==> src/rtl/a85_pkg.sv <==
// Shared types and constants of the Ascii85 decoder.
// Used by a85_front, a85_fifo, a85_back and ascii85_decoder.
`default_nettype none

package a85_pkg;

  // Result kinds on the output channel.
  typedef enum logic [1:0] {
    KindData = 2'd0,
    KindEnd  = 2'd1,
    KindErr  = 2'd2
  } a85_kind_e;

  // Character codes that steer the decoding.
  localparam logic [7:0] CharFirstDigit = 8'h21;  // '!'
  localparam logic [7:0] CharLastDigit  = 8'h75;  // 'u'
  localparam logic [7:0] CharZero       = 8'h7A;  // 'z'
  localparam logic [7:0] CharSpace      = 8'h20;
  localparam logic [7:0] CharLf         = 8'h0A;
  localparam logic [7:0] CharCr         = 8'h0D;
  localparam logic [7:0] CharTab        = 8'h09;

  localparam logic [31:0] Base85   = 32'd85;
  localparam logic [2:0]  GroupLen = 3'd5;

  // One work item for the back end: up to four data bytes taken from the top
  // of the word (after padding), then an error result, then an end marker.
  typedef struct packed {
    logic [31:0] word;    // group value before padding
    logic [2:0]  pad;     // number of 'u' digits to append (0..4)
    logic [2:0]  nbytes;  // data bytes to emit (0..4)
    logic        err;     // emit an invalid character result
    logic        fin;     // emit an end of message marker
  } a85_cmd_t;

  // Powers of 85 used to pad a partial group in one multiplication.
  function automatic logic [31:0] a85_pow85(input logic [2:0] k);
    logic [31:0] p;
    case (k)
      3'd1:    p = 32'd85;
      3'd2:    p = 32'd7225;
      3'd3:    p = 32'd614125;
      3'd4:    p = 32'd52200625;
      default: p = 32'd1;
    endcase
    return p;
  endfunction

endpackage

`default_nettype wire

==> src/rtl/ascii85_decoder.sv <==
// Top level of the streaming Ascii85 decoder.
// Instantiates a85_front, a85_fifo and a85_back; depends on a85_pkg.
//
// The decoder takes one character per cycle and gives one result item per
// cycle while the receiver is ready. The front end classifies each character
// and updates the group in the same cycle, so input is accepted every cycle
// while the command queue (QueueDepth entries) has room. The back end expands
// each command into one to five results, one per cycle while the output is
// taken. A run of complete groups (four bytes per five characters) fits that
// rate, but a run of 'z' characters (four bytes per character) is limited by
// the single output port, and input stalls once the queue fills. With the
// queue and the expander idle, the queue is written at the edge that accepts
// a character, its padded command then loads the expander, and its first
// result is loaded into the output register after that.
`default_nettype none

module ascii85_decoder
  import a85_pkg::*;
#(
  parameter int unsigned QueueDepth = 4
) (
  input  wire logic       clk_i,
  input  wire logic       rst_ni,
  input  wire logic       in_valid_i,
  output logic            in_ready_o,
  input  wire logic [7:0] char_code_i,
  input  wire logic       message_end_i,
  output logic            out_valid_o,
  input  wire logic       out_ready_i,
  output logic [7:0]      out_byte_o,
  output logic [1:0]      kind_o,
  output logic            run_last_o
);

  logic     q_full, q_push, q_valid, q_pop;
  a85_cmd_t q_push_cmd, q_head;

  // Character classification and group accumulation.
  a85_front u_front (
    .clk_i         (clk_i),
    .rst_ni        (rst_ni),
    .in_valid_i    (in_valid_i),
    .in_ready_o    (in_ready_o),
    .char_code_i   (char_code_i),
    .message_end_i (message_end_i),
    .q_full_i      (q_full),
    .q_push_o      (q_push),
    .q_cmd_o       (q_push_cmd)
  );

  // Command queue that decouples the two ends.
  a85_fifo #(
    .Depth (QueueDepth)
  ) u_fifo (
    .clk_i      (clk_i),
    .rst_ni     (rst_ni),
    .push_i     (q_push),
    .push_cmd_i (q_push_cmd),
    .full_o     (q_full),
    .valid_o    (q_valid),
    .head_o     (q_head),
    .pop_i      (q_pop)
  );

  // Result expansion and output register.
  a85_back u_back (
    .clk_i       (clk_i),
    .rst_ni      (rst_ni),
    .q_valid_i   (q_valid),
    .q_cmd_i     (q_head),
    .q_pop_o     (q_pop),
    .out_valid_o (out_valid_o),
    .out_ready_i (out_ready_i),
    .out_byte_o  (out_byte_o),
    .kind_o      (kind_o),
    .run_last_o  (run_last_o)
  );

endmodule

`default_nettype wire

==> src/rtl/a85_front.sv <==
// Front end of the Ascii85 decoder: accepts characters, keeps the group state
// and pushes one command per item that causes results. Depends on a85_pkg.
`default_nettype none

module a85_front
  import a85_pkg::*;
(
  input  wire logic       clk_i,
  input  wire logic       rst_ni,
  input  wire logic       in_valid_i,
  output logic            in_ready_o,
  input  wire logic [7:0] char_code_i,
  input  wire logic       message_end_i,
  input  wire logic       q_full_i,
  output logic            q_push_o,
  output a85_cmd_t        q_cmd_o
);

  logic [31:0] group_q, group_d;
  logic [2:0]  cnt_q, cnt_d;
  logic        disc_q, disc_d;

  logic        is_space, is_digit, primary, accept;
  logic [6:0]  digit;
  logic [31:0] acc;

  // Classify the character and form the next accumulated group value.
  assign is_space = (char_code_i == CharSpace) || (char_code_i == CharLf) ||
                    (char_code_i == CharCr) || (char_code_i == CharTab);
  assign is_digit = (char_code_i >= CharFirstDigit) && (char_code_i <= CharLastDigit);
  assign digit    = 7'(char_code_i - CharFirstDigit);
  assign acc      = 32'(group_q * Base85) + {25'd0, digit};

  assign in_ready_o = !q_full_i;
  assign accept     = in_valid_i && in_ready_o;

  // Decide the command and the next state for the offered item.
  always_comb begin
    group_d = group_q;
    cnt_d   = cnt_q;
    disc_d  = disc_q;
    primary = 1'b0;
    q_cmd_o = '0;
    if (!disc_q) begin
      if (char_code_i == CharZero && cnt_q == 3'd0) begin
        primary        = 1'b1;
        q_cmd_o.nbytes = 3'd4;
      end else if (is_digit) begin
        if (cnt_q == GroupLen - 3'd1) begin
          primary        = 1'b1;
          q_cmd_o.word   = acc;
          q_cmd_o.nbytes = 3'd4;
          group_d        = '0;
          cnt_d          = '0;
        end else begin
          group_d = acc;
          cnt_d   = cnt_q + 3'd1;
        end
      end else if (!is_space) begin
        primary     = 1'b1;
        q_cmd_o.err = 1'b1;
        disc_d      = 1'b1;
      end
    end
    q_cmd_o.fin = message_end_i;
    if (message_end_i) begin
      // A partial group is flushed only when no error is pending.
      if (!disc_d && cnt_d != 3'd0) begin
        q_cmd_o.word   = group_d;
        q_cmd_o.pad    = GroupLen - cnt_d;
        q_cmd_o.nbytes = cnt_d - 3'd1;
      end
      group_d = '0;
      cnt_d   = '0;
      disc_d  = 1'b0;
    end
  end

  assign q_push_o = accept && (primary || message_end_i);

  // Group state registers.
  always_ff @(posedge clk_i or negedge rst_ni) begin
    if (!rst_ni) begin
      group_q <= '0;
      cnt_q   <= '0;
      disc_q  <= 1'b0;
    end else if (accept) begin
      group_q <= group_d;
      cnt_q   <= cnt_d;
      disc_q  <= disc_d;
    end
  end

  // The digit count never reaches a full group between items.
  assert property (@(posedge clk_i) disable iff (!rst_ni) cnt_q < GroupLen)
    else $error("a85_front: digit count out of range");

  // A message end always pushes a command carrying the end marker.
  assert property (@(posedge clk_i) disable iff (!rst_ni)
    (accept && message_end_i) |-> (q_push_o && q_cmd_o.fin))
    else $error("a85_front: message end without end marker");

endmodule

`default_nettype wire

==> src/rtl/a85_fifo.sv <==
// Short command queue between the front and back ends of the decoder.
// Depends on a85_pkg for the command type.
`default_nettype none

module a85_fifo
  import a85_pkg::*;
#(
  parameter int unsigned Depth = 4
) (
  input  wire logic     clk_i,
  input  wire logic     rst_ni,
  input  wire logic     push_i,
  input  wire a85_cmd_t push_cmd_i,
  output logic          full_o,
  output logic          valid_o,
  output a85_cmd_t      head_o,
  input  wire logic     pop_i
);

  localparam int unsigned PtrW = (Depth > 1) ? $clog2(Depth) : 1;
  localparam int unsigned CntW = $clog2(Depth + 1);

  a85_cmd_t          mem_q [Depth];
  logic [PtrW-1:0]   wr_q, rd_q;
  logic [CntW-1:0]   cnt_q;

  assign full_o  = (cnt_q == CntW'(Depth));
  assign valid_o = (cnt_q != '0);
  assign head_o  = mem_q[rd_q];

  // Entry storage.
  always_ff @(posedge clk_i) begin
    if (push_i) begin
      mem_q[wr_q] <= push_cmd_i;
    end
  end

  // Pointers and fill count.
  always_ff @(posedge clk_i or negedge rst_ni) begin
    if (!rst_ni) begin
      wr_q  <= '0;
      rd_q  <= '0;
      cnt_q <= '0;
    end else begin
      if (push_i) begin
        wr_q <= (wr_q == PtrW'(Depth - 1)) ? '0 : wr_q + PtrW'(1);
      end
      if (pop_i) begin
        rd_q <= (rd_q == PtrW'(Depth - 1)) ? '0 : rd_q + PtrW'(1);
      end
      if (push_i && !pop_i) begin
        cnt_q <= cnt_q + CntW'(1);
      end else if (pop_i && !push_i) begin
        cnt_q <= cnt_q - CntW'(1);
      end
    end
  end

  assert property (@(posedge clk_i) disable iff (!rst_ni) push_i |-> !full_o)
    else $error("a85_fifo: push into a full queue");

  assert property (@(posedge clk_i) disable iff (!rst_ni) pop_i |-> valid_o)
    else $error("a85_fifo: pop from an empty queue");

endmodule

`default_nettype wire

==> src/rtl/a85_back.sv <==
// Back end of the Ascii85 decoder: pads a partial group, then expands each
// command into results, one per cycle while output is taken. Depends on a85_pkg.
`default_nettype none

module a85_back
  import a85_pkg::*;
(
  input  wire logic     clk_i,
  input  wire logic     rst_ni,
  input  wire logic     q_valid_i,
  input  wire a85_cmd_t q_cmd_i,
  output logic          q_pop_o,
  output logic          out_valid_o,
  input  wire logic     out_ready_i,
  output logic [7:0]    out_byte_o,
  output logic [1:0]    kind_o,
  output logic          run_last_o
);

  // Expander registers: the command now being turned into results.
  logic        exp_valid_q, exp_valid_d;
  logic [31:0] word_q, word_d;
  logic [2:0]  nbytes_q, nbytes_d;
  logic        err_q, err_d;
  logic        fin_q, fin_d;

  // Output register.
  logic        out_valid_q, out_valid_d;
  logic [7:0]  byte_q;
  a85_kind_e   kind_q;
  logic        last_q;

  logic [31:0] pow;
  logic [31:0] padded;
  logic [7:0]  cur_byte;
  a85_kind_e   cur_kind;
  logic        cur_last, issue, load;

  // Padding with k digits of 84 equals v * 85^k + 85^k - 1 modulo 2^32.
  assign pow    = a85_pow85(q_cmd_i.pad);
  assign padded = 32'(q_cmd_i.word * pow) + (pow - 32'd1);

  // Result that the expander offers this cycle.
  always_comb begin
    if (nbytes_q != 3'd0) begin
      cur_byte = word_q[31:24];
      cur_kind = KindData;
      cur_last = (nbytes_q == 3'd1) && !err_q && !fin_q;
    end else if (err_q) begin
      cur_byte = 8'd0;
      cur_kind = KindErr;
      cur_last = !fin_q;
    end else begin
      cur_byte = 8'd0;
      cur_kind = KindEnd;
      cur_last = 1'b1;
    end
  end

  assign issue   = exp_valid_q && (!out_valid_q || out_ready_i);
  assign load    = q_valid_i && (!exp_valid_q || (issue && cur_last));
  assign q_pop_o = load;

  // Expander next state.
  always_comb begin
    exp_valid_d = exp_valid_q;
    word_d      = word_q;
    nbytes_d    = nbytes_q;
    err_d       = err_q;
    fin_d       = fin_q;
    if (load) begin
      exp_valid_d = 1'b1;
      word_d      = padded;
      nbytes_d    = q_cmd_i.nbytes;
      err_d       = q_cmd_i.err;
      fin_d       = q_cmd_i.fin;
    end else if (issue && cur_last) begin
      exp_valid_d = 1'b0;
    end else if (issue) begin
      if (nbytes_q != 3'd0) begin
        word_d   = {word_q[23:0], 8'd0};
        nbytes_d = nbytes_q - 3'd1;
      end else begin
        err_d = 1'b0;
      end
    end
  end

  // Output register next valid.
  always_comb begin
    if (issue) begin
      out_valid_d = 1'b1;
    end else if (out_ready_i) begin
      out_valid_d = 1'b0;
    end else begin
      out_valid_d = out_valid_q;
    end
  end

  always_ff @(posedge clk_i or negedge rst_ni) begin
    if (!rst_ni) begin
      exp_valid_q <= 1'b0;
      out_valid_q <= 1'b0;
    end else begin
      exp_valid_q <= exp_valid_d;
      out_valid_q <= out_valid_d;
    end
  end

  always_ff @(posedge clk_i) begin
    word_q   <= word_d;
    nbytes_q <= nbytes_d;
    err_q    <= err_d;
    fin_q    <= fin_d;
    if (issue) begin
      byte_q <= cur_byte;
      kind_q <= cur_kind;
      last_q <= cur_last;
    end
  end

  assign out_valid_o = out_valid_q;
  assign out_byte_o  = byte_q;
  assign kind_o      = kind_q;
  assign run_last_o  = last_q;

  // A live command always has at least one result left to give.
  assert property (@(posedge clk_i) disable iff (!rst_ni)
    exp_valid_q |-> (nbytes_q != 3'd0 || err_q || fin_q))
    else $error("a85_back: empty command in expander");

  // The end marker is always the last result of its item.
  assert property (@(posedge clk_i) disable iff (!rst_ni)
    (out_valid_q && kind_q == KindEnd) |-> last_q)
    else $error("a85_back: end marker not last");

endmodule

`default_nettype wire

==> config.mk <==
export PLATFORM = sky130hd
export DESIGN_NAME = ascii85_decoder
export DESIGN_NICKNAME = d
export VERILOG_FILES = /design/src/rtl/a85_pkg.sv /design/src/rtl/ascii85_decoder.sv /design/src/rtl/a85_front.sv /design/src/rtl/a85_fifo.sv /design/src/rtl/a85_back.sv
export SDC_FILE = /design/constraint.sdc
export NUM_CORES = 1
export LEC_CHECK = 0
export BUFFER_PORTS_ARGS = -buffer_cell sky130_fd_sc_hd__buf_2
export CELL_PAD_IN_SITES_DETAIL_PLACEMENT = 0
export CELL_PAD_IN_SITES_GLOBAL_PLACEMENT = 2
export CORE_MARGIN = 8
export CORE_UTILIZATION = 40
export CTS_CLUSTER_DIAMETER = 40
export CTS_CLUSTER_SIZE = 40
export DETAILED_ROUTE_END_ITERATION = 10
export GPL_ROUTABILITY_DRIVEN = 1
export PLACE_DENSITY_LB_ADDON = 0.1
export SYNTH_ARGS = -nofsm -noshare
export SYNTH_HDL_FRONTEND = slang
export SYNTH_HIERARCHICAL = 1
export SYNTH_SLANG_ARGS = --single-unit
==> constraint.sdc <==
create_clock -name clk_i -period 20.9 [get_ports clk_i]
set_input_delay 2.09 -clock clk_i [delete_from_list [all_inputs] [get_ports clk_i]]
set_output_delay 2.09 -clock clk_i [all_outputs]
set_load 0.005 [all_outputs]
Word-level counts from Yosys, hierarchy flattened
Memory sizes are Yosys's and may differ from the RTL's.
Index checks and enable logic that the tools add are counted.
{"block": "word_totals", "register_bits": 93, "mem_bits_rw": 160, "output_inout_bits": 13, "word_cells": 140, "n_memories": 1}
{"block": "op_classes", "add_sub_neg": 12, "n_mul": 2, "magnitude_cmp": 2, "n_eq_ne": 16, "n_mux": 55, "n_reduce_logical": 37}
{"name": "u_fifo.mem_q", "words": 4, "width": 40, "read_ports": 1, "rd_clocked_by_memory_dff": 0, "wr": 1, "line_no": "a85_fifo.sv:23", "text": "a85_cmd_t mem_q [Depth];"}
{"op": "32-bit two-way mux", "count": 13}
{"op": "26-bit one-hot mux with 4 select lines", "count": 1}
{"op": "38-bit two-way mux", "count": 2}
{"op": "3-bit two-way mux", "count": 14}
{"op": "32-bit adder", "count": 1}
{"op": "32-bit by 7-bit adder with 32-bit output", "count": 1}
{"op": "32-bit by 26-bit multiplier with 32-bit output", "count": 1}
{"op": "32-bit by 7-bit multiplier with 32-bit output, second input constant", "count": 1}
{"op": "26-bit by 1-bit subtractor with 27-bit output, second input constant", "count": 1}
{"op": "8-bit by 4-bit == test with 1-bit output, second input constant", "count": 3}
{"op": "1-bit two-way mux", "count": 21}
{"op": "1-bit logical AND", "count": 12}
{"op": "2-bit nonzero test", "count": 5}
{"op": "3-bit == test, second input constant", "count": 3}
{"op": "3-bit nonzero test", "count": 3}
{"op": "3-bit by 1-bit subtractor with 3-bit output, second input constant", "count": 3}
{"op": "8-bit by 6-bit == test with 1-bit output, second input constant", "count": 1}
{"op": "8-bit by 7-bit == test with 1-bit output, second input constant", "count": 1}
{"op": "8-bit by 6-bit >= comparator with 1-bit output, second input constant", "count": 1}
{"op": "8-bit by 7-bit <= comparator with 1-bit output, second input constant", "count": 1}
{"op": "1-bit zero test", "count": 8}
{"op": "7-bit by 6-bit subtractor with 7-bit output, second input constant", "count": 1}
{"op": "3-bit by 1-bit adder with 3-bit output, second input constant", "count": 2}
{"op": "3-bit by 1-bit == test with 1-bit output, second input constant", "count": 2}
{"op": "10 further kinds", "count": 22}

Depth between registers and ports, before layout
Gate-level depths: netlist of run 1.
{"block": "logic_depth", "word_depth": 14, "ltp_mapped": 31, "depth_no_buf": 28}

Cells and area by module
The synthesis of run 1 kept the hierarchy.
{"mod": "a85_back", "n_inst": 1, "cells_each": 1544, "area_each_um2": 14645.3, "seq_area_each_um2": 1491.4}
{"mod": "a85_fifo", "n_inst": 1, "cells_each": 247, "area_each_um2": 6241.0, "seq_area_each_um2": 4979.8}
{"mod": "a85_front", "n_inst": 1, "cells_each": 657, "area_each_um2": 6005.8, "seq_area_each_um2": 900.9}

Least setup slack after synthesis of run 1
OpenSTA, ideal clock, no wires.
{"block": "synth_path", "path_type": "register -> register", "from": "register u_fifo.rd_q[0]", "to": "register u_back.word_q[29] (data pin)", "setup_ps": 265, "arrival_ps": 7920, "required_time_ps": 20635, "path_slack_ps": 12715, "stages_incl_launch_ff": 30, "synth_period_minus_slack_ps": 8185, "path_cell_list": "dfrtp_1 buf_6 buf_12 mux4_2 buf_2 nor3b_4 clkbuf_1 or2_2 clkbuf_1 clkbuf_1 nand2_1 fa_1 fa_1 fa_1 fa_1 inv_1 fa_1 fa_1 inv_1 fa_1 inv_1 ha_1 and3_1 a221oi_1 o21ba_2 o21ai_0 or3_1 a211o_1 nand2_1 o21ai_1"}
{"item": "start, declared", "line_no": "a85_fifo.sv:24", "text": "logic [PtrW-1:0] wr_q, rd_q;"}
{"item": "start signal, assigned", "line_no": "a85_fifo.sv:49", "text": "rd_q <= (rd_q == PtrW'(Depth - 1)) ? '0 : rd_q + PtrW'(1);"}
{"item": "end signal, assigned", "line_no": "a85_back.sv:111", "text": "word_q <= word_d;"}
{"item": "end, declared", "line_no": "a85_back.sv:22", "text": "logic [31:0] word_q, word_d;"}

==> reports/summary.txt, run 1 <==
drt pass-1 iters = 5
Mapped Cells = 2448
number of routed nets with antenna violations = 0
hold path depth = 1
Max Clk Rate = 0.1102 GHz
area added between synthesis and finish = 8.724%
nets@finish = 3124
share of cells above drive strength 1 = 7.464%
DR iter-0 viols = 910
Clock Pin Slew Worst Setup and Hold Paths = 0.06 ns
initial antenna violation count = 0
DP HPWL = 57600 µm
Die Y = 275.3 µm
worst path cell trace = mux4_2 -> nor3b_4 -> buf_4 -> or2_2 -> nand2_1 -> fa_1 -> fa_1 -> fa_1 -> fa_1 -> inv_1 -> fa_1 -> fa_1 -> inv_1 -> fa_1 -> inv_1 -> ha_1 -> and3_1 -> a221oi_1 -> o21ba_2 -> o21ai_0 -> o41ai_1 -> a21oi_1 -> xnor2_1 -> o21ai_1
worst r2r path cells = 24
RSZ-0062 raised after global routing = false
Die W = 275.3 µm
RR Endpoint = u_back/word_q[31]
worst min-delay path category = register to register
commonest non-fill, non-tap cell in the layout = inv_1
Hold EP = u_back/out_valid_o
clock latency on the worst-skew pair = 0.58 ns
core area = 0.06692 mm²
outcome = completed
r2r startpoint = u_fifo/rd_q[1]
crit path capture type = register
skew final = 0.05129 ns
Setup TNS = 0 ns
Buffers & Inverters on Critical Path = 4
clock root buffer = clkbuf_16
placed cells = 3295
R2R setup slack = 11.83 ns
Max Cap Viol = 0
most frequent cells in the layout = inv_1 (618), fa_1 (355), ha_1 (294)
Die Area = 0.07578 mm²
Layout Cell Area excl Fill = 0.02924 mm²
CTS tree = done
fillcell total = 6409
first-pass GRT wire length = 108900 µm
H-tree levels = 2
sequential-to-total area share from yosys stat = 27.41%
IO Port Bufs = 25
Largest delay share family, worst path = adder cells
YS warnings = 6
Ports = 26
hold_sp = u_back/exp_valid_q
hold buffers post-CTS = 0
Fin. Hold Viols = 0
Num CTS Buffers = 38
number of global-route vias before repair = 18410
DRC Markers = 0
PostCTS Resize Cnt = 0
period utilization = 43.42%
worst-margin pin slew = 1.232 ns
crit path time final = 9.075 ns
final setup vio count = 0
Longest Clk Path Bufs = 3
via density per instance = 5.035
Finished Layout Cells = 3366
GP Congestion = 0.8741
Cell variety after synth = 86
Post-synth EDFFs = 208
cell mode on critical path = fa_1
Initial Util = 40.19%
Async S/R FF share, synth = 17.79%
total track usage = 18.87%
Main synth FF type = edfxtp_1
final WL = 69850 µm
Max stage delay on crit path = 0.75 ns
max_slew headroom = 17.53%
Setup Fix Bufs, Post-CTS = 0
FP Rows = 95
GRT overflow = 0
CP Launch Type = register
Placement Cell Area = 0.02788 mm²
# clock sinks = 253
Syn Nets = 3110
crit path max fanout = 26
Post-Syn Area per Cell = 10.99 µm²
required time worst endpoint = 21.20 ns
largest net degree at the start of global routing = 55
FF+latch area = 0.007373 mm²
Crit-path slowest cell = dfrtp_1
routed len/inst = 20.75 µm
fin. max-slew vios = 0
Setup Crit Path Kind = register to register
Synth Register Bits = 253
Critical Path AT = 9.38 ns
multi-input combinational cell area = 0.01683 mm²
routed via count = 16950
Mapped Area = 0.02689 mm²
[through the flow]
stage | hold slack, ns | utilization (%) | setup slack [ns]
after floorplan | 0.4474 | - | 12.71
after global placement | 0.4640 | 41.65 | 11.96
after detailed placement | 0.4703 | 41.65 | 11.84
after CTS | 0.4817 | 43.69 | 11.83
after global routing | 0.4918 | 43.69 | 11.33
final | 0.4778 | 43.69 | 11.83
[flip-flops by register name, indices dropped and copies added (netlist names)]
name	count
u_fifo/mem_q	160
u_fifo/rd_q	2
u_fifo/cnt_q	3
u_back/nbytes_q	3
u_back/out_valid_o	1
u_front/group_q	32
u_front/disc_q	1
u_back/kind_o	2
u_back/err_q	1
u_fifo/wr_q	2
u_back/run_last_o	1
u_back/out_byte_o	8
u_back/word_q	32
u_front/cnt_q	3
u_back/fin_q	1
u_back/exp_valid_q	1
[per-layer routing]
metal	global-route usage, %	vias up	routed length [µm]
met3	2.867	102	2989
met5	0	-	0
li1	-	7922	-
met1	25.81	8624	31940
met4	5.463	0	1977
met2	30.98	299	32940
[worst max-delay path by stage]
stage	to	start	slack, ns	depth (start not counted)
after detailed placement	u_back/word_q[31]	u_fifo/rd_q[1]	11.84	24
final	u_back/word_q[31]	u_fifo/rd_q[1]	11.83	24
after floorplan	u_back/word_q[29]	u_fifo/rd_q[0]	12.71	29
after global routing	u_back/word_q[31]	u_fifo/rd_q[1]	11.33	24
after global placement	u_back/word_q[31]	u_fifo/rd_q[1]	11.96	25
after CTS	u_back/word_q[31]	u_fifo/rd_q[1]	11.83	24
[logic make-up (layout without fill, tap and decap cells)]
family	after synthesis	in the layout	synth area share (%)
adders and majority gates	649	649	40.11
buffers and inverters	687	731	10.11
muxes	46	46	3.634
other	0	1	0
xor gates and xnor gates	104	104	3.466
AOI/OAI and AO/OA	295	295	7.682
and+or+nand+nor	414	414	7.584
DFF	253	253	27.41
[worst reg2reg max path, stage by stage, from the launching register on]
cell,delay (ns)
dfrtp_1,0.75
mux4_2,0.57
nor3b_4,0.35
buf_4,0.35
or2_2,0.63
nand2_1,0.22
fa_1,0.54
fa_1,0.47
fa_1,0.52
fa_1,0.52
inv_1,0.05
fa_1,0.50
fa_1,0.51
inv_1,0.05
fa_1,0.51
inv_1,0.05
ha_1,0.33
and3_1,0.24
a221oi_1,0.29
o21ba_2,0.19
o21ai_0,0.16
o41ai_1,0.59
a21oi_1,0.16
xnor2_1,0.19
o21ai_1,0.07
[area by class of cell]
type / count / area share (%)
repair buffers: 42 / 0.8644
multi-input cells: 1508 / 57.57
diodes: 1 / 0.008559
inverters: 619 / 7.947
clock buffers: 41 / 3.291
flip-flops and latches: 253 / 25.22
well taps: 873 / 3.736
clock inverters: 29 / 1.361
[synthesized netlist by cell type, types with 16 or more instances]
master      n  share of area, %
nor3_1     16              0.30
mux4_2     38               3.2
o21ai_0    69               1.3
clkbuf_1   39              0.54
nand3_1    17              0.32
a21oi_1    51              0.95
a21o_1     24              0.67
dfrtp_1    45               4.2
buf_2      16              0.30
edfxtp_1  208                23
xnor2_1    69               2.2
fa_1      355                26
and2_1     77               1.8
and3_1     20              0.47
xor2_1     33               1.1
nor2_1     58              0.81
inv_1     618               8.6
a22o_1     56               1.8
ha_1      294                14
nand2_1   166               2.3
Power of run 1 is left out: the tool's default activity adds up to more than one toggle a clock period on the data nets, which glitch-free logic cannot reach.
==> inputs of run 2 (changes only) <==
==> constraint.sdc (replaced) <==
create_clock -name clk_i -period 8.4 [get_ports clk_i]
set_input_delay 0.84 -clock clk_i [delete_from_list [all_inputs] [get_ports clk_i]]
set_output_delay 0.84 -clock clk_i [all_outputs]
set_load 0.005 [all_outputs]
==> reports/summary.txt, run 2 (synthesis results as in run 1) <==
outcome = completed
ANT cells = 0
area added between synthesis and finish = 9.877%
Clock Pin Slew Worst Setup and Hold Paths = 0.06 ns
Num CTS Buffers = 39
max reg flops = 160
fillcell total = 6394
worst min-delay path category = input pin to asynchronous set/reset pin
Ports = 26
Longest Clk Path Bufs = 3
worst-margin pin slew = 1.197 ns
FP Rows = 95
Top reg by flops = u_fifo/mem_q
max_slew headroom = 19.92%
IO Port Bufs = 25
number of global-route vias before repair = 18470
Die W = 275.3 µm
Critical Path AT = 8.32 ns
hold buffers post-CTS = 0
total track usage = 18.80%
first-pass GRT wire length = 109200 µm
via density per instance = 5.006
Layout Cell Area excl Fill = 0.02955 mm²
GRT overflow = 0
required time worst endpoint = 8.67 ns
most frequent cells in the layout = inv_1 (618), fa_1 (355), ha_1 (294)
largest net degree at the start of global routing = 54
Crit-path slowest cell = mux4_2
initial antenna violation count = 0
Die Area = 0.07578 mm²
# clock sinks = 253
DRC Markers = 0
DR iter-0 viols = 917
final WL = 69710 µm
nets@finish = 3151
crit path time final = 8.051 ns
CTS tree = done
Initial Util = 40.19%
Max stage delay on crit path = 0.63 ns
pre-CTS setup slack = 0.1807 ns
skew final = 0.02799 ns
share of cells above drive strength 1 = 8.376%
Largest regs = u_fifo/mem_q: 160 flops, u_back/word_q: 32 flops, u_front/group_q: 32 flops
routed len/inst = 20.55 µm
routed via count = 16980
RSZ-0062 raised after global routing = false
fin. max-slew vios = 0
Die Y = 275.3 µm
Fin. Hold Viols = 0
drt pass-1 iters = 5
crit path max fanout = 35
worst setup margin = 0.3495 ns
final setup vio count = 0
commonest non-fill, non-tap cell in the layout = inv_1
Max Clk Rate = 0.1242 GHz
H-tree levels = 2
CP Launch Type = register
cell mode on critical path = fa_1
number of routed nets with antenna violations = 0
Setup TNS = 0 ns
Placement Cell Area = 0.02803 mm²
period utilization = 95.84%
crit path capture type = register
clock root buffer = clkbuf_16
Max Cap Viol = 0
DP HPWL = 58740 µm
clock latency on the worst-skew pair = 0.55 ns
worst path cell trace = mux4_2 -> nor2b_2 -> buf_4 -> and2_1 -> fa_1 -> inv_1 -> fa_1 -> fa_1 -> fa_1 -> inv_1 -> fa_1 -> fa_1 -> inv_1 -> fa_1 -> inv_1 -> ha_1 -> nand3_1 -> nor3_1 -> nand4b_1 -> a21boi_0 -> o41ai_2 -> a21oi_1 -> xnor2_1 -> o21ai_1
Setup Crit Path Kind = register to register
core area = 0.06692 mm²
GP Congestion = 0.9463
run 2: worst paths after layout:
kind,slack (ns),endpoint,from,cells past startpoint
max,0.35,u_back/word_q[31],u_fifo/rd_q[0],24
min,0.39,u_fifo/wr_q[0],rst_ni,2
max reg2reg,0.35,u_back/word_q[31],u_fifo/rd_q[0],24
min reg2reg,0.49,u_back/out_valid_o,u_back/exp_valid_q,1
max in group asynchronous,7.51,u_fifo/rd_q[0],rst_ni,2
min in group clk_i,0.49,u_back/out_valid_o,u_back/exp_valid_q,1
run 2: repair_timing:
item | 4_1_cts | 5_1_grt
endpoints found under the hold margin | 0 | 0
endpoints found under the setup margin | 0 | 3
gates resized for setup | 0 | 7
buffers inserted | 0 | 6
run 2: routing by layer:
layer	share of wire [%]	vias to the layer above	track usage [%]
met5	0	-	0
met4	2.5	0	4.975
met3	2.3	78	1.732
met2	49	258	32.10
met1	47	8660	25.60
li1	-	7984	-
run 2: layout make-up:
class / instances / area [µm²] / share of cell area [%]
multi-input combinational: 1509 / 16870 / 57.11
sequential: 253 / 7373 / 24.95
inverter: 619 / 2323 / 7.863
tap: 873 / 1092 / 3.697
clock buffer: 43 / 991.0 / 3.354
timing repair buffer: 67 / 460.4 / 1.558
clock inverter: 28 / 434.2 / 1.469
run 2: critical path: cells and delay by family (launching register included):
family	cells	cell delay (ns)
xor+xnor	1	0.14
compound gates	4	0.83
buf+inv	5	0.51
mux	1	0.63
flops	1	0.46
simple gates	5	1.15
fa+ha+maj	8	4.06
run 2: stage by stage:
step / instances / hold slack (ns) / utilization (%)
final: 3392 / 0.3871 / 44.15
after global routing: 3392 / 0.4285 / 44.15
after CTS: 3385 / 0.3944 / 44.02
after detailed placement: 3314 / 0.4771 / 41.89
after global placement: 3314 / 0.4654 / 41.89
after floorplan: 2448 / 0.4474 / -
Power of run 2 is left out for the same reason.
